===== src/ar4lsf_pkg.sv =====
// ----------------------------------------------------------------------------
// ar4lsf_pkg
// Shared widths and codes of the AR(4) least-squares fit block.
// ----------------------------------------------------------------------------
package ar4lsf_pkg;

  localparam int WINDOW_MAX = 256;
  localparam int AW         = $clog2(WINDOW_MAX);
  localparam int CW         = $clog2(WINDOW_MAX + 1);
  localparam int LAGS       = 4;
  localparam int QF         = 24;

  localparam int MAG_W  = 21;           // magnitude, 4 fraction bits
  localparam int SUM_W  = MAG_W + AW;   // window sum of magnitudes
  localparam int DEV_W  = 27;           // deviation, 8 fraction bits
  localparam int SQW    = 40;           // isqrt radicand
  localparam int MW     = 33;           // multiplier operand
  localparam int PW     = 2 * MW;       // multiplier product
  localparam int DNW    = 64;           // divider dividend / quotient
  localparam int DDW    = 32;           // divider divisor / remainder
  localparam int DCNT_W = $clog2(DNW);
  localparam int VAR_W  = 48;

  typedef enum logic [1:0] {
    ST_DONE     = 2'd0,
    ST_SHORT    = 2'd1,
    ST_SINGULAR = 2'd2
  } fit_status_t;

endpackage


===== src/ar4lsf_mul.sv =====
// ----------------------------------------------------------------------------
// ar4lsf_mul
// Shared signed multiplier with registered product.
// ----------------------------------------------------------------------------
module ar4lsf_mul (
  input  logic                                clk,
  input  logic signed [ar4lsf_pkg::MW-1:0]    op_a,
  input  logic signed [ar4lsf_pkg::MW-1:0]    op_b,
  output logic signed [ar4lsf_pkg::PW-1:0]    product
);
  import ar4lsf_pkg::*;

  logic signed [PW-1:0] prod_r;

  always_ff @(posedge clk) begin
    prod_r <= op_a * op_b;
  end

  assign product = prod_r;

endmodule


===== config.mk =====
export PLATFORM = sky130hd
export DESIGN_NAME = ar4lsf_mul
export DESIGN_NICKNAME = d
export VERILOG_FILES = /design/src/ar4lsf_pkg.sv /design/src/ar4lsf_mul.sv
export SDC_FILE = /design/constraint.sdc
export NUM_CORES = 2
export LEC_CHECK = 0
export BUFFER_PORTS_ARGS = -buffer_cell sky130_fd_sc_hd__buf_2
export CORE_MARGIN = 2
export CORE_UTILIZATION = 45
export CTS_BUF_LIST = sky130_fd_sc_hd__clkbuf_8
export DETAILED_ROUTE_END_ITERATION = 8
export PLACE_DENSITY = 0.64
export SYNTH_ARGS = -nofsm -noshare
export SYNTH_HDL_FRONTEND = slang
export SYNTH_SLANG_ARGS = --single-unit

===== constraint.sdc =====
create_clock -name clk -period 9 [get_ports clk]
set_clock_uncertainty 0.05 [all_clocks]
set_input_delay 1.35 -clock clk [delete_from_list [all_inputs] [get_ports clk]]
set_output_delay 1.35 -clock clk [all_outputs]
set_load 0.02 [all_outputs]

# Word level (Yosys, flattened, before mapping)
# Index checks and enable logic that the tools add are counted.
# word_totals
reg_bits	66
latchBits	0
mem_bits_rw	0
mem_bits_ro	0
output_inout_bits	66
n_memories	0
# op_classes
addsub	0
mul	1
n_div	0
magnitude_cmp	0
n_eq_ne	0
shifts	0
n_mux	0
bitwise_logic	0
n_reduce_logical	0
# ops
cell	n
33-bit by 33-bit multiplier with 66-bit output	1

# Longest topological paths before layout
# depth
ltp_word	1
ltp_mapped	27
ltp_nobuf	26

# Worst setup path before layout
# No wires, ideal clock.
# synth_path
path_type	input to register
start	input op_a[32] (netlist name)
end	register prod_r[62], in the netlist product[62]
arrival_time_ns	8.507
t_required_ns	8.871
slack_ns	0.364
cell_stages	23
path_buffers	2
path_cell_list	clkbuf_1 > nand2_1 > inv_1 > fa_1 > fa_1 > fa_1 > fa_1 > fa_1 > fa_1 > fa_1 > inv_1 > fa_1 > inv_1 > ha_1 > clkbuf_1 > and3_1 > nand3_1 > nand2b_1 > a2111oi_4 > a211oi_4 > a21o_2 > a21o_1 > a211oi_2
# synth_between
elab_chain_cells	1
# synth_rtl
item	line	rtl
start: declaration	ar4lsf_mul.sv:7	input logic signed [ar4lsf_pkg::MW-1:0] op_a,
33-bit by 33-bit multiplier with 66-bit output	ar4lsf_mul.sv:16	prod_r <= op_a * op_b;
end signal: assignment	ar4lsf_mul.sv:16	
end: declaration	ar4lsf_mul.sv:13	logic signed [PW-1:0] prod_r;
# Every way passes these cells.

# Final worst setup path
# layout_path
start	input op_b[11] (netlist name)
end	register prod_r[64], in the netlist product[64]
# layout_between
elab_chain_cells	1
# layout_rtl
item	line	rtl
start: declaration	ar4lsf_mul.sv:8	input logic signed [ar4lsf_pkg::MW-1:0] op_b,
33-bit by 33-bit multiplier with 66-bit output	ar4lsf_mul.sv:16	
# Every way passes these cells.

==> impl_metrics.toml <==
[status]
status = "finished, final reports clean"

[route]
ant_nets = 0
vias_per_cell = 5.04
wl_per_cell_um = 18.5
drc_errors = 0
drt_iter0_drc = 1581
drtPass1Iterations = 5
vias = 28295
finalWirelength_um = 104000

[cells_and_area]
fill_cells = 8501
drive_gt1_frac = 0.0803
largest_reg_flops = 66
area_delta_synth_final_pct = 7.16
fin_nets = 5860

[yosys]
syn_nets = 5767
syn_area_per_cell_sq_um = 9.39
synth-compound-area-share = 0.0407
synth-simple-area-share = 0.158
synth_xor_area_frac = 0.0146
synthAdderAreaFrac = 0.629
syn_area_sq_um = 40700
ys_top_cells_by_count = "fa_1 (1145), inv_1 (1131), and2_1 (562)"
yosysTopAreaCellShare = 0.563
syn_inst = 4338
synth_area_leader_cell = "fa_1"
ys_ff_latch = 66
synth.yosys.warnings = 0
ys_seq_area_frac = 0.0324
synth_top_family_by_area = "adder cells"
yosysMostFrequentCell = "fa_1"
synth_cell_types = 80
synthMuxAreaShare = 0
synthArstFlopShare = 0
synth_edf_count = 0
ys_top_cells_by_area = "fa_1 (56%), inv_1 (10%), and2_1 (8.6%), ha_1 (6.7%), nand2_1 (5.1%)"
yosys_most_used_dff = "dfxtp_1"

[min_path]
hp-start = "op_b[0]"
holdPathStages = 2
worstHoldPathType = "in2reg"
hold_path_end = "product[0]$_DFF_P_"

[critical_path]
critPathTopFamily = "adder cells"
path_max_fanout = 33
cpMostUsedCell = "fa_1"
cp_slowest_cell = "fa_1"
cp-end-kind = "flop"
worst-endpoint-required_ps = 9300
max_stage_delay_ps = 620
critPathBufInv = 5
arrival_ps = 8870
path_class = "in2reg"
cp_cell_sequence = "buf_2 -> nand2_1 -> fa_1 -> fa_1 -> fa_1 -> inv_1 -> fa_1 -> fa_1 -> fa_1 -> fa_1 -> inv_1 -> fa_1 -> inv_1 -> ha_1 -> a21oi_1 -> buf_4 -> nor2_1 -> or3_1 -> o311ai_4 -> nand3_2 -> a211oi_1 -> a311oi_1"
startpoint_type = "input port"

[clock_network]
cts_resized = 0
clock_path_buffers = 2
cts-hold-fix-buffers = 0
cts_htree_levels = 3
clock-sinks = 66
clk_pin_slew_ps = 90
post_cts_buffers = 0
cts_root_buf = "clkbuf_8"
numCtsBuffers = 9
tritoncts = "built"

[sta]
min_period_ps = 8570
period_share = 0.952
rsz0062_at_grt = "false"
hold_viol_final = 0
fin_tns_setup_ps = 0
fmax_ghz = 0.117
setup_viol = 0
worstMarginPinSlew_ps = 826
maxSlewViolCount = 0
max-slew-margin-rel = 0.449

[floorplanning]
fp.dieH_um = 305
rows = 110
fp.dieW_um = 305
core_sq_um = 89900
start_util = 0.453
die_area_sq_um = 92900
io_pins = 133

[global_routing]
antenna_found_initial = 7
grt_pass1_vias = 31001
grt_max_degree = 34
grt-ovfl-total = 0
grt_pass1_wl_um = 171000
track_usage = 0.237

[placement]
place_congestion = 0.903
dpl.hpwl_um = 91700
portBuffers = 132

[flow_run]
cap_violations = 0
[how the worst max path moves through the flow]
stage,depth (start not counted),end,slack [ps],start
final,22,product[64]$_DFF_P_,430,op_b[11]
after global routing,24,product[58]$_DFF_P_,210,op_b[11]
after CTS,22,product[64]$_DFF_P_,580,op_b[11]
after detailed placement,23,product[58]$_DFF_P_,20,op_b[13]
after global placement,23,product[60]$_DFF_P_,100,op_b[11]
after floorplan,23,product[62]$_DFF_P_,360,op_a[32]
[layout by cell type (no fill, tap or decap), drive strengths merged, types with 6 or more instances in the layout]
cell type and count:
ha 217, a21o 38, xor2 25, nand3 26, nor2 68, nand2b 12
and2 563, nand2 551, o21bai 11, inv 1131, a211oi 11, a211o 6
dfxtp 66, clkbuf 9, and3 6, fa 1145, buf 303, nand4 12
o21a 6, nor3 7, a31oi 9, a21oi 61, o21ai 33, xnor2 43
o31ai 7
[per-layer routing]
layer	vias up	global-route usage	share of wire
li1	12509	-	-
met1	14951	0.306	0.40
met2	692	0.412	0.51
met3	141	0.0218	0.040
met4	2	0.0935	0.042
met5	-	0	0.00013
[layout make-up]
cell class / count / area [sq um] / share of cell area
inverters: 1131 / 4250 / 0.0973
diodes: 3 / 7.51 / 0.000172
clock inverters: 7 / 46.3 / 0.00106
flip-flops and latches: 66 / 1320 / 0.0303
clock buffers: 9 / 124 / 0.00284
multi-input cells: 2920 / 34300 / 0.786
well taps: 1176 / 1470 / 0.0337
repair buffers: 303 / 2120 / 0.0486
[stage by stage]
stage	util	setup WS, ps	hold slack, ps	instances	cell area, sq um
floorplan	-	364	1430	4338	40700
global placement	0.484	98.6	1700	5596	43500
detailed placement	0.484	19.9	1710	5596	43500
CTS	0.486	581	1170	5612	43600
global route	0.486	209	1230	5614	43600
finish	0.486	428	1220	5615	43700
[cells by family (layout without fill, tap and decap cells)]
logic type	Yosys count	count (layout)
AND/OR/NAND/NOR	1271	1271
other	0	3
flip-flops	66	66
XOR/XNOR	68	68
buffers and inverters	1352	1450
adder cells (fa/ha/maj)	1362	1362
AO/OA/AOI/OAI	219	219
Power is left out: the tool's default activity adds up to more than one toggle a clock period on the data nets, which glitch-free logic cannot reach.
