===== config.mk =====
export PLATFORM = sky130hd
export DESIGN_NAME = ar4lsf_div
export DESIGN_NICKNAME = d
export VERILOG_FILES = /design/src/ar4lsf_pkg.sv /design/src/ar4lsf_div.sv
export SDC_FILE = /design/constraint.sdc
export NUM_CORES = 1
export LEC_CHECK = 0
export BUFFER_PORTS_ARGS = -buffer_cell sky130_fd_sc_hd__buf_2
export CORE_ASPECT_RATIO = 0.5
export CORE_MARGIN = 5
export CORE_UTILIZATION = 30
export CTS_CLUSTER_SIZE = 8
export DETAILED_ROUTE_END_ITERATION = 16
export MAX_ROUTING_LAYER = met4
export SLEW_MARGIN = 25
export SYNTH_ARGS = -nofsm -noshare
export SYNTH_HDL_FRONTEND = slang
export SYNTH_SLANG_ARGS = --single-unit

===== constraint.sdc =====
create_clock -name clk -period 8.65 [get_ports clk]
set_input_delay 0.865 -clock clk [delete_from_list [all_inputs] [get_ports clk]]
set_output_delay 0.865 -clock clk [all_outputs]
set_load 0.02 [all_outputs]

===== src/ar4lsf_pkg.sv =====
// ----------------------------------------------------------------------------
// ar4lsf_pkg
// Shared widths and codes of the AR(4) least-squares fit block.
// ----------------------------------------------------------------------------
package ar4lsf_pkg;

  localparam int WINDOW_MAX = 256;
  localparam int AW         = $clog2(WINDOW_MAX);
  localparam int CW         = $clog2(WINDOW_MAX + 1);
  localparam int LAGS       = 4;
  localparam int QF         = 24;

  localparam int MAG_W  = 21;           // magnitude, 4 fraction bits
  localparam int SUM_W  = MAG_W + AW;   // window sum of magnitudes
  localparam int DEV_W  = 27;           // deviation, 8 fraction bits
  localparam int SQW    = 40;           // isqrt radicand
  localparam int MW     = 33;           // multiplier operand
  localparam int PW     = 2 * MW;       // multiplier product
  localparam int DNW    = 64;           // divider dividend / quotient
  localparam int DDW    = 32;           // divider divisor / remainder
  localparam int DCNT_W = $clog2(DNW);
  localparam int VAR_W  = 48;

  typedef enum logic [1:0] {
    ST_DONE     = 2'd0,
    ST_SHORT    = 2'd1,
    ST_SINGULAR = 2'd2
  } fit_status_t;

endpackage


===== src/ar4lsf_div.sv =====
// ----------------------------------------------------------------------------
// ar4lsf_div
// Restoring unsigned divider, one quotient bit per cycle.
// ----------------------------------------------------------------------------
module ar4lsf_div (
  input  logic                            clk,
  input  logic                            rst_n,
  input  logic                            start,
  input  logic [ar4lsf_pkg::DNW-1:0]      dividend,
  input  logic [ar4lsf_pkg::DDW-1:0]      divisor,
  output logic                            done,
  output logic [ar4lsf_pkg::DNW-1:0]      quotient,
  output logic [ar4lsf_pkg::DDW-1:0]      remainder
);
  import ar4lsf_pkg::*;

  logic [DNW-1:0]    dvd_r, dvd_nxt;
  logic [DDW-1:0]    rem_r, rem_nxt;
  logic [DDW-1:0]    den_r;
  logic [DCNT_W-1:0] cnt_r;
  logic              busy_r, done_r;
  logic [DDW:0]      trial;
  logic              qbit;

  always_comb begin
    trial = {rem_r, dvd_r[DNW-1]};
    qbit  = (trial >= {1'b0, den_r});
    if (qbit) begin
      rem_nxt = DDW'(trial - {1'b0, den_r});
    end else begin
      rem_nxt = trial[DDW-1:0];
    end
    dvd_nxt = {dvd_r[DNW-2:0], qbit};
  end

  always_ff @(posedge clk) begin
    if (!rst_n) begin
      busy_r <= 1'b0;
      done_r <= 1'b0;
      cnt_r  <= '0;
    end else begin
      done_r <= 1'b0;
      if (start && !busy_r) begin
        busy_r <= 1'b1;
        cnt_r  <= '0;
        dvd_r  <= dividend;
        rem_r  <= '0;
        den_r  <= divisor;
      end else if (busy_r) begin
        dvd_r <= dvd_nxt;
        rem_r <= rem_nxt;
        cnt_r <= cnt_r + 1'b1;
        if (cnt_r == DCNT_W'(DNW - 1)) begin
          busy_r <= 1'b0;
          done_r <= 1'b1;
        end
      end
    end
  end

  assign done      = done_r;
  assign quotient  = dvd_r;
  assign remainder = rem_r;

endmodule


After elaboration in Yosys (flattened, before gate mapping)
Index checks and enable logic that the tools add are counted.
Word-level totals
  register bits after elaboration: 136
  input bits: 99
  output and inout port bits: 97
  logic and storage cells: 27
Cells by class
  add/subtract/negate cells: 2
  $lt $le $gt $ge: 1
  eq/ne operators: 1
  multiplexer cells: 8
  bitwise operators: 2
  reductions and logical operators: 7
Operators by type and width (count)
  two-way mux 64 bit: 2
  two-way mux 32 bit: 2
  greater-or-equal comparator 33 x 32 -> 1 bit: 1
  subtractor 32 bit: 1
  adder 6 x 1 -> 6 bit, second input constant: 1
  equality test 6 bit, second input constant: 1
  two-way mux 1 bit: 4
  AND reduction 2 bit: 2
  OR reduction 3 bit: 1
  NOT 1 bit: 2
  nonzero test 2 bit: 1
  OR reduction 2 bit: 1
  logical AND 1 bit: 1
  zero test 1 bit: 1

Longest topological paths before layout
  depth in word-level cells: 4
  gate-level depth with buffers: 13
  mapped depth without buffers: 11

Worst setup path after synthesis
Ideal clock, no wire load.
  kind: input to register
  start point: input rst_n
  end point: register dvd_r[0] (netlist: quotient[0]), enable pin
  arrival time: 3.051 ns
  data required time: 8.187 ns
  path slack: 5.137 ns
  cell stages on the path: 1
  path buffers: 0
  cells stage by stage: o21a_1
Between the ends
  cells in the longest elaborated chain, start to end: 1
Ends and longest elaborated chain
  start, declared: RTL line ar4lsf_div.sv:7  | input logic rst_n,
  AND reduction 2 bit (no source line)
  end signal, assigned: RTL line ar4lsf_div.sv:46  | dvd_r <= dividend;
  end signal, assigned: RTL line ar4lsf_div.sv:50  | dvd_r <= dvd_nxt;
  end, declared: RTL line ar4lsf_div.sv:17  | logic [DNW-1:0] dvd_r, dvd_nxt;
No other way between the ends.
A chain may end at the register's enable or synchronous reset.

Worst setup path after layout
  start point: register rem_r[18] (netlist: remainder[18])
  end point: register rem_r[26] (netlist: remainder[26]) (data pin)
Between the ends
  cells in the longest elaborated chain, start to end: 3
  elaborated cells on any way between the ends: 4
Ends and longest elaborated chain
  start, declared: RTL line ar4lsf_div.sv:18  | logic [DDW-1:0] rem_r, rem_nxt;
  start signal, assigned: RTL line ar4lsf_div.sv:51  | rem_r <= rem_nxt;
  subtractor 32 bit / greater-or-equal comparator 33 x 32 -> 1 bit (equally long branches): RTL line ar4lsf_div.sv:29, ar4lsf_div.sv:27
  two-way mux 32 bit (*): RTL line ar4lsf_div.sv:28  | if (qbit) begin
  two-way mux 32 bit (*): RTL line ar4lsf_div.sv:49  | end else if (busy_r) begin
Mark *: on every way between the ends. The rest lies on a longest branch, timed or not. The select of a mux whose other input is x is not followed.

==> summary.txt <==
Min path
  • HP Start: cnt_r[5]$_SDFFE_PP0P_
  • Hold EP: cnt_r[5]$_SDFFE_PP0P_
  • Worst Hold Class: flip-flop to flip-flop
  • Hold Path Depth: 2

STA
  • Worst-Margin Slew: 0.963 ns
  • Final setup viols: 0
  • Final Hold Vio Count: 0
  • Final clock skew: around 0.012 ns
  • Pins Over Slew Limit: 0
  • Setup TNS: 0 ns
  • Peak Freq: around 300 MHz
  • RSZ-0062 raised after global routing: false
  • Fin crit share: 38.4%
  • Setup WS post-layout: 5.33 ns
  • Clock period minus worst slack: 3.32 ns
  • Worst slew margin: 35.8%

Setup path
  • Slowest CP cell: nand2_2
  • Worst Path Buf+Inv: 0
  • Path depth of the worst reg2reg path: 9
  • Worst r2r src: remainder[18]$_SDFFCE_PP0P_
  • CP startpoint kind: flip-flop
  • Critical path fanouts, max: 32
  • Max stage delay on crit path: about 0.48 ns
  • Flop2flop setup slack: 5.33 ns
  • Worst setup EP type: flip-flop
  • CP cell instances: ha_1 -> nand4_1 -> or3_1 -> nor4_1 -> a31oi_1 -> o21a_1 -> nand2_2 -> nor2_1 -> a2111oi_0
  • WP data arrival: 3.53 ns
  • Worst reg2reg path endpoint: remainder[26]$_SDFFCE_PP0P_
  • Critical path type: flip-flop to flip-flop
  • CP required: 8.86 ns
  • Cell family with most CP delay: simple AND/OR/NAND/NOR gates

Placed design
  • PortBufs: 195
  • Dpl ws: 5.05 ns
  • Routability cong.: about 0.9
  • Placed cell area: ~8600 um^2
  • Post-DP HPWL: 14.2 mm
  • Placed Cells: ~1,200

Die
  • Die W: 231 um
  • Initial Utilization: a little under a third
  • Die H: 120 um
  • # IOs: 196
  • # rows: 40
  • Core area: 24,000 um^2
  • Die Area: 27,800 um^2

Clock network
  • Setup repair bufs after CTS: 0
  • Clock tree buffer depth: 2
  • Post_cts resized: 0
  • Post-CTS Hold Fix Bufs: 0
  • Clock transition at path regs: 0.07 ns
  • CTS root buf: clkbuf_16
  • Clock sink count: 136
  • CTS H-tree depth: 4
  • TritonCTS clock tree: done
  • Clock Latency Late Sink: approximately 0.44 ns
  • CTS buffer count: 17

Layout
  • Post-Route Utilization: a little under two fifths
  • Sequential cell area: about 4000 um^2
  • Final non-filler cell total: 1,274
  • Layout cells sized above 1: 24.8%
  • Fillers: 2,426
  • Area growth, synth to finish: 25.4%
  • Nets: ~1,100
  • Final Instance Area: 9160 um^2
  • Area of the multi-input gates: 3030 um^2
  • Ant diodes: 0

Logic synthesis
  • Synth cell types: 51
  • Post-Synth Simple-Gate Area: 21.1%
  • Cell area after synthesis: approximately 7300 um^2
  • Ys flop type: edfxtp_1
  • Avg Inst Size Synth: between 9 and 10 um^2
  • YS warnings: 0
  • Yosys reg bits: ~140
  • Area contributors post-synth: edfxtp_1, nand2_1, ha_1
  • Seq/Total Area, Yosys: 54.8%
  • Synthesized instance count: 762
  • Mux contribution to synthesized area: 0.137%
  • Number of synthesized flops with an enable pin: 128
  • Largest family of logic cells by synthesized area: simple AND/OR/NAND/NOR gates
  • Syn nets: roughly 900
  • Post-synthesis xor/xnor area fraction: 2.88%
  • Fraction of the mapped netlist area in adder cells: between 5 and 6%
  • Leading area contributor after synthesis: edfxtp_1
  • Yosys top cell area share: 52.6%
  • Compound-Gate Fraction of Synth Area: ~11%
  • Post-synthesis async set-or-reset flop share: 0%

Route
  • Wire length per cell: 15.4 um
  • Via/cell ratio: around 4.8
  • Drt pass-1 iters: 5
  • # DRC: 0
  • Final wirelength: just under 20 mm
  • Routed Antenna Nets: 0
  • DRT iter0 DRCs: 366
  • Via count: about 6,000

Global routing
  • Overflow after GRT: 0
  • Via count of the first global-routing pass: 6,147
  • Pin count of the biggest net entering global routing: 93
  • GRT Util Overall: 14.6%
  • First-pass GRT wire length: 31.4 mm
  • Initial antenna violation count: 0

Power and ir drop
  • Switch share: slightly above 30%
  • Leakage power total: 4.08 nW
  • Clock power share: 36.6%
  • Sw power: roughly 0.61 mW
  • Internal: 1.38 mW
  • Comb pwr share: 22.2%
  • Seq pwr share: between 40 and 50%
  • Pwr dens: 217 nW/um^2
  • Worst vdd ir: ~0.1 mV

Run
  • Max-cap violations: 0

Outcome
  • Status: complete, no violations
worst reg2reg max path: stages, from the launching register on:
cell,delay [ns]
edfxtp_1,0.42
ha_1,0.43
nand4_1,0.18
or3_1,0.43
nor4_1,0.38
a31oi_1,0.14
o21a_1,0.15
nand2_2,0.48
nor2_1,0.09
a2111oi_0,0.41
power by group through the flow:
stage / clock network, mW / logic (mW) / registers, mW
6_report: 0.729 / 0.441 / 0.821
5_1_grt: 0.776 / 0.494 / 0.828
4_1_cts: 0.745 / 0.444 / 0.822
3_5_place_dp: 0 / 0.443 / 0.835
3_3_place_gp: 0 / 0.439 / 0.833
2_1_floorplan: 0 / 0.262 / 0.882
flip-flops by register name, indices dropped and copies added (netlist names):
| register | flops |
|---|---|
| cnt_r | 6 |
| busy_r | 1 |
| done | 1 |
| remainder | 32 |
| den_r | 32 |
| quotient | 64 |
per-stage QoR:
step / power, mW / hold slack (ns)
floorplan: 1.14 / 0.458
global placement: 1.27 / 0.466
detailed placement: 1.28 / 0.503
CTS: 2.01 / 0.514
global route: 2.10 / 0.551
finish: 1.99 / 0.519
layer usage:
layer / up-vias / part of all wire (%) / global-route usage, %
met1: 2962 / 45 / 17.5
met4: 0 / 2.4 / 5.97
met5: - / 0 / -
met3: 31 / 3.7 / 3.43
li1: 3027 / - / -
met2: 154 / 49 / 24.1
worst max-delay path by stage:
stage | from | end | slack (ns) | depth (start not counted)
after detailed placement | remainder[18]$_SDFFCE_PP0P_ | remainder[26]$_SDFFCE_PP0P_ | 5.05 | 9
after CTS | remainder[18]$_SDFFCE_PP0P_ | remainder[26]$_SDFFCE_PP0P_ | 5.01 | 9
final | remainder[18]$_SDFFCE_PP0P_ | remainder[26]$_SDFFCE_PP0P_ | 5.33 | 9
after global routing | remainder[17]$_SDFFCE_PP0P_ | remainder[26]$_SDFFCE_PP0P_ | 5.06 | 9
after global placement | remainder[17]$_SDFFCE_PP0P_ | remainder[25]$_SDFFCE_PP0P_ | 5.23 | 9
after floorplan | rst_n | quotient[0]$_DFFE_PP_ | 5.14 | 1
final cells by class:
type	count	area share (%)
inverters	40	1.64
flip-flops and latches	136	43.7
multi-input cells	552	33.1
well taps	315	4.30
clock inverters	15	1.68
clock buffers	17	4.64
repair buffers	199	11.0
cell usage after synthesis, drive strengths merged (4+ instances only):
library cell  number
nor3               6
o21ai             24
nor4               6
dfxtp              8
a21o               9
nor2              29
ha                33
edfxtp           128
o21a               7
inv               40
a21oi             56
clkbuf            25
nand3             15
nand4             11
or3                7
and2               6
xnor2             14
nor2b              5
a211oi             7
nand2            262
a31oi              4
nand2b             4
xor2              10
buf                9
layout by cell type, fill, tap and decap left out, types with 15 or more instances in the layout:
| master | synthesis | layout |
|---|---|---|
| edfxtp_1 | 128 | 128 |
| buf_2 | 6 | 195 |
| nor2_1 | 29 | 29 |
| a21oi_1 | 56 | 56 |
| nand3_1 | 15 | 15 |
| inv_1 | 40 | 40 |
| clkbuf_16 | 0 | 17 |
| o21ai_0 | 22 | 22 |
| nand2_1 | 262 | 261 |
| ha_1 | 33 | 33 |
kinds of logic after synthesis:
kind of cell	after synthesis
AND/OR/NAND/NOR	363
XOR/XNOR	24
buffers and inverters	74
flip-flops	136
adder cells (fa/ha/maj)	34
multiplexers	1
AO/OA/AOI/OAI	130
No activity file was read; power rests on OpenSTA's default activity.
