===== src/ar4lsf_pkg.sv =====
// ----------------------------------------------------------------------------
// ar4lsf_pkg
// Shared widths and codes of the AR(4) least-squares fit block.
// ----------------------------------------------------------------------------
package ar4lsf_pkg;

  localparam int WINDOW_MAX = 256;
  localparam int AW         = $clog2(WINDOW_MAX);
  localparam int CW         = $clog2(WINDOW_MAX + 1);
  localparam int LAGS       = 4;
  localparam int QF         = 24;

  localparam int MAG_W  = 21;           // magnitude, 4 fraction bits
  localparam int SUM_W  = MAG_W + AW;   // window sum of magnitudes
  localparam int DEV_W  = 27;           // deviation, 8 fraction bits
  localparam int SQW    = 40;           // isqrt radicand
  localparam int MW     = 33;           // multiplier operand
  localparam int PW     = 2 * MW;       // multiplier product
  localparam int DNW    = 64;           // divider dividend / quotient
  localparam int DDW    = 32;           // divider divisor / remainder
  localparam int DCNT_W = $clog2(DNW);
  localparam int VAR_W  = 48;

  typedef enum logic [1:0] {
    ST_DONE     = 2'd0,
    ST_SHORT    = 2'd1,
    ST_SINGULAR = 2'd2
  } fit_status_t;

endpackage


===== src/ar4lsf_isqrt.sv =====
// ----------------------------------------------------------------------------
// ar4lsf_isqrt
// Integer square root, one result bit per cycle.
// ----------------------------------------------------------------------------
module ar4lsf_isqrt (
  input  logic                              clk,
  input  logic                              rst_n,
  input  logic                              start,
  input  logic [ar4lsf_pkg::SQW-1:0]        radicand,
  output logic                              done,
  output logic [ar4lsf_pkg::MAG_W-1:0]      root
);
  import ar4lsf_pkg::*;

  logic [SQW-1:0] v_r, v_nxt;
  logic [SQW-1:0] r_r, r_nxt;
  logic [SQW-1:0] bit_r;
  logic [SQW-1:0] trial;
  logic           busy_r, done_r;

  always_comb begin
    trial = r_r + bit_r;
    if (v_r >= trial) begin
      v_nxt = v_r - trial;
      r_nxt = (r_r >> 1) + bit_r;
    end else begin
      v_nxt = v_r;
      r_nxt = r_r >> 1;
    end
  end

  always_ff @(posedge clk) begin
    if (!rst_n) begin
      busy_r <= 1'b0;
      done_r <= 1'b0;
    end else begin
      done_r <= 1'b0;
      if (start && !busy_r) begin
        busy_r <= 1'b1;
        v_r    <= radicand;
        r_r    <= '0;
        bit_r  <= SQW'(1) << (SQW - 2);
      end else if (busy_r) begin
        v_r   <= v_nxt;
        r_r   <= r_nxt;
        bit_r <= bit_r >> 2;
        if (bit_r == SQW'(1)) begin
          busy_r <= 1'b0;
          done_r <= 1'b1;
        end
      end
    end
  end

  assign done = done_r;
  assign root = r_r[MAG_W-1:0];

endmodule

===== config.mk =====
export PLATFORM = sky130hd
export DESIGN_NAME = ar4lsf_isqrt
export DESIGN_NICKNAME = d
export VERILOG_FILES = /design/src/ar4lsf_pkg.sv /design/src/ar4lsf_isqrt.sv
export SDC_FILE = /design/constraint.sdc
export NUM_CORES = 1
export LEC_CHECK = 0
export BUFFER_PORTS_ARGS = -buffer_cell sky130_fd_sc_hd__buf_2
export CAP_MARGIN = 30
export CORE_UTILIZATION = 45
export DETAILED_ROUTE_END_ITERATION = 16
export PLACE_DENSITY = 0.63
export SKIP_CTS_REPAIR_TIMING = 1
export SYNTH_ARGS = -nofsm -noshare
export SYNTH_HDL_FRONTEND = slang
export SYNTH_SLANG_ARGS = --single-unit

===== constraint.sdc =====
create_clock -name clk -period 8.8 [get_ports clk]
set_input_delay 0.44 -clock clk [delete_from_list [all_inputs] [get_ports clk]]
set_output_delay 0.44 -clock clk [all_outputs]
set_load 0.05 [all_outputs]

# Yosys cells after proc, flatten, opt, wreduce, memory -nomap -nowiden
# Cells that the tools add are included.
# totals
ff_bits	102
input_bits	43
out_inout_bits	22
elab_cells	29
# op_classes
addsub	3
n_mux	10
order_cmp	1
bitwise	2
eq_ne	1
reduce_logical	7
# ops
operator	count
$mux 40	5
$add 39x39->40	1
$add 40x39->40	1
$ge 40x40->1	1
$sub 40x40->40	1
$mux 39	1
$eq 20x1->1 const B	1
$mux 1	4
$reduce_bool 2->1	2
$reduce_and 3->1	1
$reduce_or 3->1	1
$not 1->1	2
$reduce_and 2->1	1
$logic_and 1x1->1	1
$logic_not 1->1	1

# Logic depth before layout (Yosys ltp)
# Gate-level depths: netlist of run 1.
# depth
depth_word	5
ltp_mapped	20
depth_no_buf	19

# Worst setup path after synthesis of run 1
# Ideal clock, no wire load.
# synth_path
path_kind	register to register
startpoint	reg r_r[6]
endpoint	reg v_r[0], enable pin
arrival_ps	6065
setup_ps	451
slack_ps	2285
t_required_ps	8349
synth_period_minus_slack_ps	6515
n_path_buf	2
path_stages_with_launch	18
path_cell_list	edfxtp_1 -> ha_1 -> nand2_1 -> o311ai_1 -> a21boi_0 -> o211ai_1 -> nand4_1 -> a21boi_1 -> o21ai_0 -> xor2_1 -> ha_1 -> buf_2 -> and3_1 -> nand3_1 -> or4_1 -> o21a_1 -> buf_2 -> a21oi_1
# synth_via
elab_chain_cells	4
# synth_lines
element	line	rtl
from (decl)	ar4lsf_isqrt.sv:16	logic [SQW-1:0] r_r, r_nxt;
from (signal assigned)	ar4lsf_isqrt.sv:45	r_r <= r_nxt;
$add 40x39->40	ar4lsf_isqrt.sv:22	trial = r_r + bit_r;
$ge 40x40->1	ar4lsf_isqrt.sv:23	if (v_r >= trial) begin
$reduce_bool 2->1 (no line)	n/a	
$reduce_and 3->1 (no line)	n/a	
to (signal assigned)	ar4lsf_isqrt.sv:40	v_r <= radicand;
to (signal assigned)	ar4lsf_isqrt.sv:44	v_r <= v_nxt;
to (decl)	ar4lsf_isqrt.sv:15	logic [SQW-1:0] v_r, v_nxt;
# Every way passes these cells.
# A chain may end at the register's enable or synchronous reset.

# Worst setup path in the final report of run 1
# layout_path
startpoint	reg r_r[6]
endpoint	reg v_r[32], enable pin
# The elaborated chain is that of the path after synthesis.

==> results of run 1 <==
[area by class of cell]
cell class,instances,area (um2)
clock buffer,12,236
tap,265,332
multi-input combinational,850,5700
inverter,26,97.6
timing repair buffer,70,385
fill,1902,9840
clock inverter,4,77.6
sequential,102,3040
[path summary, 6_finish.rpt]
path                     from  cells past startpoint        end  slack, ns
setup / recovery       r_r[6]                     16    v_r[32]       2.70
hold / removal    radicand[1]                      3     v_r[1]       0.35
setup reg to reg       r_r[6]                     16    v_r[32]       2.70
hold reg to reg     bit_r[28]                      1  bit_r[26]       0.65
[critical path: stages, from the launching register on]
cell and delay [ns]:
edfxtp_1 0.51, ha_1 0.39, nand2_1 0.09, o311ai_1 0.51
a21boi_0 0.28, o211ai_1 0.48, nand4_1 0.18, a21boi_1 0.18
o21ai_0 0.10, xor2_1 0.16, ha_1 0.42, and3_1 0.28
nand3_1 0.16, or4_1 0.63, o21a_1 0.34, a21oi_4 0.65
buf_4 0.40
[power groups by stage]
stage | Sequential [mW] | Combinational [mW] | Clock [mW]
global route | 0.822 | 2.02 | 0.467
finish | 0.810 | 1.81 | 0.439
floorplan | 0.771 | 1.46 | 0
global placement | 0.815 | 1.76 | 0
CTS | 0.808 | 1.81 | 0.450
detailed placement | 0.814 | 1.80 | 0
[layout by cell type, fill, tap and decap left out, types with 4 or more instances in the layout]
cell type	n
o21ai_0	56
and2_1	29
buf_2	64
nor3b_1	4
xnor2_1	46
nor4_1	10
a211oi_1	27
clkbuf_16	9
nand4_1	17
or3_1	17
and3_1	10
inv_1	24
nand3_1	19
nor2b_1	13
o21a_1	7
a21o_1	32
nor2_1	86
ha_1	82
o211ai_1	5
o21ai_1	7
a31oi_1	37
nor3_1	17
xor2_1	41
buf_4	5
nand2_1	100
edfxtp_1	100
a21oi_1	98
a41oi_1	4
o21bai_1	12
o22ai_1	4
a31o_2	12
a21boi_0	7
[cells by family (layout without fill, tap and decap cells)]
family | count (synthesis) | in the layout | synth area share, %
compound gates | 342 | 342 | 24.4
simple gates | 335 | 335 | 17.5
flops | 102 | 102 | 33.3
xor+xnor | 87 | 87 | 8.33
buf+inv | 86 | 112 | 4.67
fa+ha+maj | 83 | 83 | 11.4
mux | 3 | 3 | 0.342
[metrics by stage]
| stage | cells | setup slack [ns] | hold WS (ns) | utilization (%) |
|---|---|---|---|---|
| 2_1_floorplan | 1038 | 2.28 | 0.503 | - |
| 3_3_place_gp | 1312 | 2.30 | 0.602 | 48.4 |
| 3_5_place_dp | 1313 | 2.73 | 0.627 | 48.5 |
| 4_1_cts | 1329 | 2.69 | 0.335 | 50.1 |
| 5_1_grt | 1329 | 2.22 | 0.352 | 50.1 |
| 6_report | 1329 | 2.70 | 0.347 | 50.1 |
[routing by layer]
layer | global-route usage [%] | vias to the layer above
met5 | 0 | -
met4 | 5.93 | 0
met3 | 3.44 | 21
met2 | 34.4 | 186
met1 | 34.6 | 3628
li1 | - | 3914
[sequential cells by signal (all words and copies together), names as in the netlist]
register,cells
r_r,40
done,1
v_r,40
bit_r,20
busy_r,1
==> reports/results.tsv, run 1 <==
metric	value	unit
synth_seq_cells	102	
ant_nets	0	
rows	51	
hold_viol	0	
viasPerCell	5.83	
die_h	145	um
grtUsageTotal	23.1	%
overflow	0	
cts_buffers	9	
skew	0.0129	ns
ios	65	
ys_top_cells_by_area	edfxtp_1 33%, ha_1 11%, a21oi_1 5.4%, xnor2_1 4.4%, nand2_1 4.1%	
p_int	1.69	mW
crit_fanout	21	
portBuffers	64	
p_leak	3.77	nW
coreArea	19700	um2
grt_pass1_vias	7003	
met2_length	9850	um
dieWidth	145	um
grt_first_pass_wirelength	36900	um
syn_nets	1164	
fin_crit_sh	69.3	%
clockBufferDepth	2	
endpoint_kind	flop	
drive_gt1_share	10.4	%
dpl.hpwl	17600	um
drt_iter0_drc	668	
synthTopCellsByCount	100 x edfxtp_1, 100 x nand2_1, 99 x a21oi_1	
drt-met1-wl	11900	um
syn-cell-area	9140	um2
drc	0	
power_switching	1.37	mW
worstHoldPathType	input pin to flop	
clk_latency	0.36	ns
worst_slew_pin_slew	0.793	ns
critPathLaunchType	flop	
finalWirelength	23300	um
tritoncts	done	
fmax	164	MHz
place_congestion	0.931	
place_area	9560	um2
vdd_drop_max	137	uV
start_util	46.4	%
p_comb_share	59.2	%
max_cap_viol_count	0	
synthCells	1038	
n_antenna_cell	0	
required	8.84	ns
grt_setup_unrepaired	no	
synth_edf_count	100	
area_delta_synth_final	8.00	%
avgRoutedWirePerCell	17.5	um
finalPower	3.06	mW
final_nets	1185	
pwr-share-seq	26.5	%
synth_area_leader_cell	edfxtp_1	
relSlewSlack	47.1	%
dr_total_vias	7749	
synth_top_flop_cell	edfxtp_1	
dr.pass1.iters	5	
cts_sinks	102	
arrival	6.14	ns
final-setup-viol-count	0	
grt_start_max_net_pins	68	
critPathKind	flop to flop	
status	completed	
htree_levels	3	
finalMaxSlewViolations	0	
ys_async_sr_fraction	0	%
synth_top_area_share	32.8	%
yosys_warnings	0	
die-area	20900	um2
powerDensity	310	nW/um2
yosys.cell_types.count	65	
grt_antenna_before_repair	0	
syn_avg_cell_area	8.81	um2
clockPowerShare	14.4	%
fin_area	9880	um2
topRoutingLayerUsed	met4	
met3_length	1240	um
yosysSeqAreaShare	33.3	%
cts_root_buffer	clkbuf_16	
clk_pin_slew	0.07	ns
switching_share	44.9	%
timing.final.crit_period	6.10	ns
fin_tns_setup	0	ns
No activity file was read; power rests on OpenSTA's default activity.
==> run 2, diff against run 1 <==
PLACE_DENSITY = 0.66   (was 0.63)
clock period = 5.6 ns   (was 8.8 ns; I/O delays follow)
==> reports/results.tsv, run 2 (synthesized netlist as in run 1, its figures left out) <==
metric	value	unit	change
status	completed		
cts_root_buffer	clkbuf_16		
worst_slew_pin_slew	0.864	ns	+0.0713 ns
overflow	0		unchanged
fin_area	10000	um2	+1.3%
place_congestion	0.965		+3.6%
cts_sinks	102		unchanged
crit_path_cell_trace	ha_1, a21oi_1, o31a_1, o21a_1, o211ai_1, nand2_1, o21ai_0, xnor2_1, ha_1, a21o_1, a311oi_2, o21ai_1, a311o_1, a311oi_2, buf_4, o21a_1, buf_12, or3_1, a21oi_1		
portBuffers	64		unchanged
clockBufferDepth	2		unchanged
critPathKind	flop to flop		
die_h	145	um	unchanged
coreArea	19700	um2	unchanged
dr_total_vias	7889		+1.8%
drc	0		unchanged
rr_endpoint	r_r[13]		
relSlewSlack	42.4	%	-4.8 points
hold_viol	0		unchanged
ant_nets	0		unchanged
dr.pass1.iters	5		unchanged
htree_levels	3		unchanged
fin_crit_sh	95.4	%	+26 points
crit_cells	19		+3
viasPerCell	5.87		+0.67%
crit_fanout	29		+38%
max_cap_viol_count	0		unchanged
rr_worst_depth	19		+3
grt_setup_unrepaired	no		
grt_start_max_net_pins	86		+26%
die-area	20900	um2	unchanged
r2r_start	r_r[4]		
clk_pin_slew	0.09	ns	+0.02 ns
fmax	187	MHz	+14%
hold_start	radicand[1]		
cp.buffers_inverters	2		+1
final-setup-viol-count	0		unchanged
skew	0.0178	ns	+0.00485 ns
grt_first_pass_wirelength	36600	um	-0.64%
grt_pass1_vias	7085		+1.2%
dpl.hpwl	17200	um	-2.1%
reg_top3	r_r: 40 flops, v_r: 40 flops, bit_r: 20 flops		
avgRoutedWirePerCell	17.2	um	-1.7%
mostFrequentLayoutCells	100 x nand2_1, 100 x edfxtp_1, 98 x a21oi_1, 86 x nor2_1, 82 x ha_1		
max_stage_delay	0.52	ns	-0.13 ns
dieWidth	145	um	unchanged
cp-startpoint	r_r[4]		
crit_end	r_r[13]		
finalWirelength	23100	um	-0.54%
place_area	9660	um2	+0.99%
critPathLaunchType	flop		
n_antenna_cell	0		unchanged
cpMaxStageDelayCell	edfxtp_1		
area_delta_synth_final	9.39	%	
arrival	5.43	ns	-0.71 ns
required	5.69	ns	-3.15 ns
final_nets	1200		+1.3%
setup_slack	0.258	ns	-2.44 ns
finalMaxSlewViolations	0		unchanged
timing.final.crit_period	5.34	ns	-0.760 ns
drt_iter0_drc	554		-17%
rows	51		unchanged
fin_tns_setup	0	ns	unchanged
tritoncts	done		
grtUsageTotal	22.8	%	-0.39 points
drive_gt1_share	12.1	%	+1.7 points
dp_slack	0.316	ns	-2.42 ns
grt_antenna_before_repair	0		unchanged
cts_buffers	9		unchanged
worstHoldPathType	input pin to flop		
vdd_drop_max	237	uV	+73%
critPathTopFamily	compound AO/OA/AOI/OAI gates		
clk_latency	0.37	ns	about the same
fill_cells	1868		-1.8%
ios	65		unchanged
p_leak	3.84	nW	+1.8%
powerDensity	482	nW/um2	+56%
timing.hold.ws	0.182	ns	-0.165 ns
r2r_setup_slack	0.26	ns	-2.44 ns
start_util	46.4	%	unchanged
endpoint_kind	flop		
-- run 2: power by group --
group / switching, mW / leakage, nW / internal [mW]
Sequential: 0.154 / 0.977 / 1.11
Combinational: 1.72 / 2.72 / 1.20
Clock: 0.327 / 0.144 / 0.316
-- run 2: how the worst min path moves through the flow --
| stage | end | slack, ns | cells past startpoint |
|---|---|---|---|
| floorplan | done | 0.40 | 1 |
| global placement | v_r[1] | 0.55 | 3 |
| detailed placement | v_r[1] | 0.56 | 3 |
| CTS | v_r[1] | 0.17 | 3 |
| global route | done | 0.20 | 2 |
| finish | v_r[1] | 0.18 | 3 |
-- run 2: final cells by class --
type                            count  area (um2)  area share, %
Tap cell                          265         332           3.31
Multi-Input combinational cell    850        5710           57.1
Timing Repair Buffer               85         515           5.15
Clock buffer                        9         225           2.25
Sequential cell                   102        3040           30.4
Inverter                           26        97.6          0.976
Clock inverter                      7        77.6          0.776
-- run 2: per-layer routing --
metal	GRT usage (%)	share of wire, %	vias to the layer above
met5	0	0	-
met1	33.1	50	3695
met4	6.98	1.6	0
met3	2.88	4.7	22
li1	-	-	3962
met2	34.8	44	210
-- run 2: worst register-to-register path, delay by kind of cell, from the launching register on --
kind,cells,cell delay (ns)
flip-flops,1,0.52
buffers and inverters,2,0.40
AO/OA/AOI/OAI,12,2.93
AND/OR/NAND/NOR,2,0.25
XOR/XNOR,1,0.19
adder cells (fa/ha/maj),2,0.77
-- run 2: per-stage QoR --
step                      util [%]  power [mW]  std cells
after global placement        49.0        4.12       1324
after global routing          50.7        5.20       1344
final                         50.7        4.82       1344
after CTS                     50.5        4.81       1340
after detailed placement      49.0        4.14       1324
after floorplan                  -        3.51       1038
==> run 3, diff against run 2 <==
REMOVE_ABC_BUFFERS = 1   (was not set)
TNS_END_PERCENT = 5   (was not set)
==> reports/results.tsv, run 3 (synthesized netlist as in run 1, its figures left out) <==
metric	value	unit	change
status	completed		
finalPower	4.75	mW	-1.6%
fill_cells	1919		+2.7%
clk_latency	0.36	ns	about the same
coreArea	19700	um2	unchanged
fin_crit_sh	94.8	%	-0.60 points
rr_endpoint	v_r[31]		
p_int	2.59	mW	-1.3%
portBuffers	64		unchanged
viasPerCell	5.81		-1.1%
die-area	20900	um2	unchanged
drc	0		unchanged
rows	51		unchanged
mostFrequentLayoutCells	100 x nand2_1, 100 x edfxtp_1, 97 x a21oi_1, 86 x nor2_1, 82 x ha_1		
relSlewSlack	47.6	%	+5.3 points
switching_share	45.4	%	-0.19 points
final_nets	1192		-0.67%
dpl.cell_count	1318		-0.45%
final_util	50.3	%	-0.47 points
grtUsageTotal	22.1	%	-0.67 points
ant_nets	0		unchanged
grt_first_pass_wirelength	35500	um	-3.1%
clockBufferDepth	2		unchanged
worst_slew_pin_slew	0.785	ns	-0.0790 ns
n_antenna_cell	0		unchanged
grt_setup_unrepaired	no		
grt_antenna_before_repair	0		unchanged
grt_pass1_vias	6890		-2.8%
r2r_start	bit_r[0]		
pwr-share-seq	26.7	%	+0.5 points
p_leak	3.78	nW	-1.4%
p_comb_share	60.6	%	about the same
grt_start_max_net_pins	61		-29%
cts_buffers	9		unchanged
finalWirelength	22800	um	-1.6%
arrival	5.36	ns	-0.07 ns
die_h	145	um	unchanged
timing.final.crit_period	5.31	ns	-0.0335 ns
crit_fanout	40		+38%
rr_worst_depth	18		-1
required	5.65	ns	-0.04 ns
place_congestion	0.883		-8.5%
ios	65		unchanged
whs_path_depth	2		-1
hold_start	rst_n		
hold_end	done		
r2r_setup_slack	0.29	ns	+0.03 ns
dieWidth	145	um	unchanged
tritoncts	done		
fin_area	9910	um2	-0.93%
critPathKind	flop to flop		
powerDensity	479	nW/um2	-0.71%
area_delta_synth_final	8.37	%	
start_util	46.4	%	unchanged
cts_root_buffer	clkbuf_16		
power_switching	2.16	mW	-2.0%
reg_top3	r_r: 40 flops, v_r: 40 flops, bit_r: 20 flops		
endpoint_kind	flop		
drt_iter0_drc	631		+14%
critPathLaunchType	flop		
vdd_drop_max	173	uV	-27%
cts_sinks	102		unchanged
dr_total_vias	7757		-1.7%
fmax	188	MHz	+0.63%
finalNonFillerCells	1336		-0.60%
clk_pin_slew	0.08	ns	about the same
hold_viol	0		unchanged
dpl.hpwl	17000	um	-1.3%
dr.pass1.iters	5		unchanged
final-setup-viol-count	0		unchanged
htree_levels	3		unchanged
avgRoutedWirePerCell	17.0	um	-1.0%
finalMaxSlewViolations	0		unchanged
overflow	0		unchanged
max_cap_viol_count	0		unchanged
worstHoldPathType	input pin to flop		
place_area	9610	um2	-0.47%
skew	0.00904	ns	-0.00876 ns
drive_gt1_share	11.4	%	-0.75 points
clockPowerShare	12.7	%	-0.6 points
==> run 3: changes by cell type in the layout (fill, tap and decap cells not counted) <==
cell	change
a211oi_1	-1
a211oi_2	+1
a21oi_1	-1
a21oi_2	+1
a311oi_1	+1
a311oi_2	-1
buf_4	-8
clkbuf_1	+2
clkinv_2	+2
clkinv_4	-1
clkinv_8	-2
inv_8	-1
==> run 3: metrics by stage <==
stage | hold slack (ns) | TNS (ns) | worst slack [ns]
floorplan | 0.402 | -63.02 | -1.25
global placement | 0.496 | 0 | 0.328
detailed placement | 0.501 | 0 | 0.270
CTS | 0.130 | 0 | 0.229
global route | 0.157 | 0 | 0.0168
finish | 0.136 | 0 | 0.291
==> run 3: power groups by stage <==
stage / Sequential [mW] / Combinational, mW / Clock [mW]
finish: 1.27 / 2.87 / 0.604
global route: 1.29 / 3.19 / 0.638
CTS: 1.26 / 2.85 / 0.612
detailed placement: 1.27 / 2.83 / 0
global placement: 1.27 / 2.80 / 0
floorplan: 1.31 / 2.11 / 0
==> run 3: worst max-delay path by stage <==
stage               slack, ns       to  cells past startpoint     start
floorplan               -1.25   v_r[0]                     15    r_r[6]
global placement         0.33  v_r[33]                     20   r_r[16]
detailed placement       0.27  v_r[31]                     20   r_r[16]
CTS                      0.23  v_r[17]                     20   r_r[16]
global route             0.02  v_r[31]                     17    r_r[6]
finish                   0.29  v_r[31]                     18  bit_r[0]
==> run 3: area by class of cell <==
class                           instances  area, um2  area share [%]
Inverter                               26       97.6           0.985
Multi-Input combinational cell        850       5710            57.7
Clock buffer                           11        233            2.35
Timing Repair Buffer                   77        455            4.60
Tap cell                              265        332            3.35
Sequential cell                       102       3040            30.7
Clock inverter                          5       35.0           0.354
==> run 3: worst max-delay path, stage by stage, from the launching register on <==
cell      delay, ns
edfxtp_1       0.42
ha_1           0.24
ha_1           0.22
a21oi_1        0.27
o311ai_1       0.17
a21boi_0       0.35
o211ai_1       0.29
a21o_1         0.24
a21oi_1        0.17
nor2b_1        0.08
xnor2_1        0.17
ha_1           0.43
and3_1         0.27
nand3_1        0.15
or4_1          0.63
o21a_1         0.25
buf_12         0.17
a21oi_4        0.18
buf_12         0.25
==> run 3: layer usage <==
| metal | GRT usage, % | vias up | share of wire [%] |
|---|---|---|---|
| li1 | - | 3929 | - |
| met1 | 33.1 | 3617 | 51 |
| met2 | 33.4 | 194 | 44 |
| met3 | 1.95 | 17 | 3.9 |
| met4 | 6.59 | 0 | 1.3 |
| met5 | 0 | - | 0 |
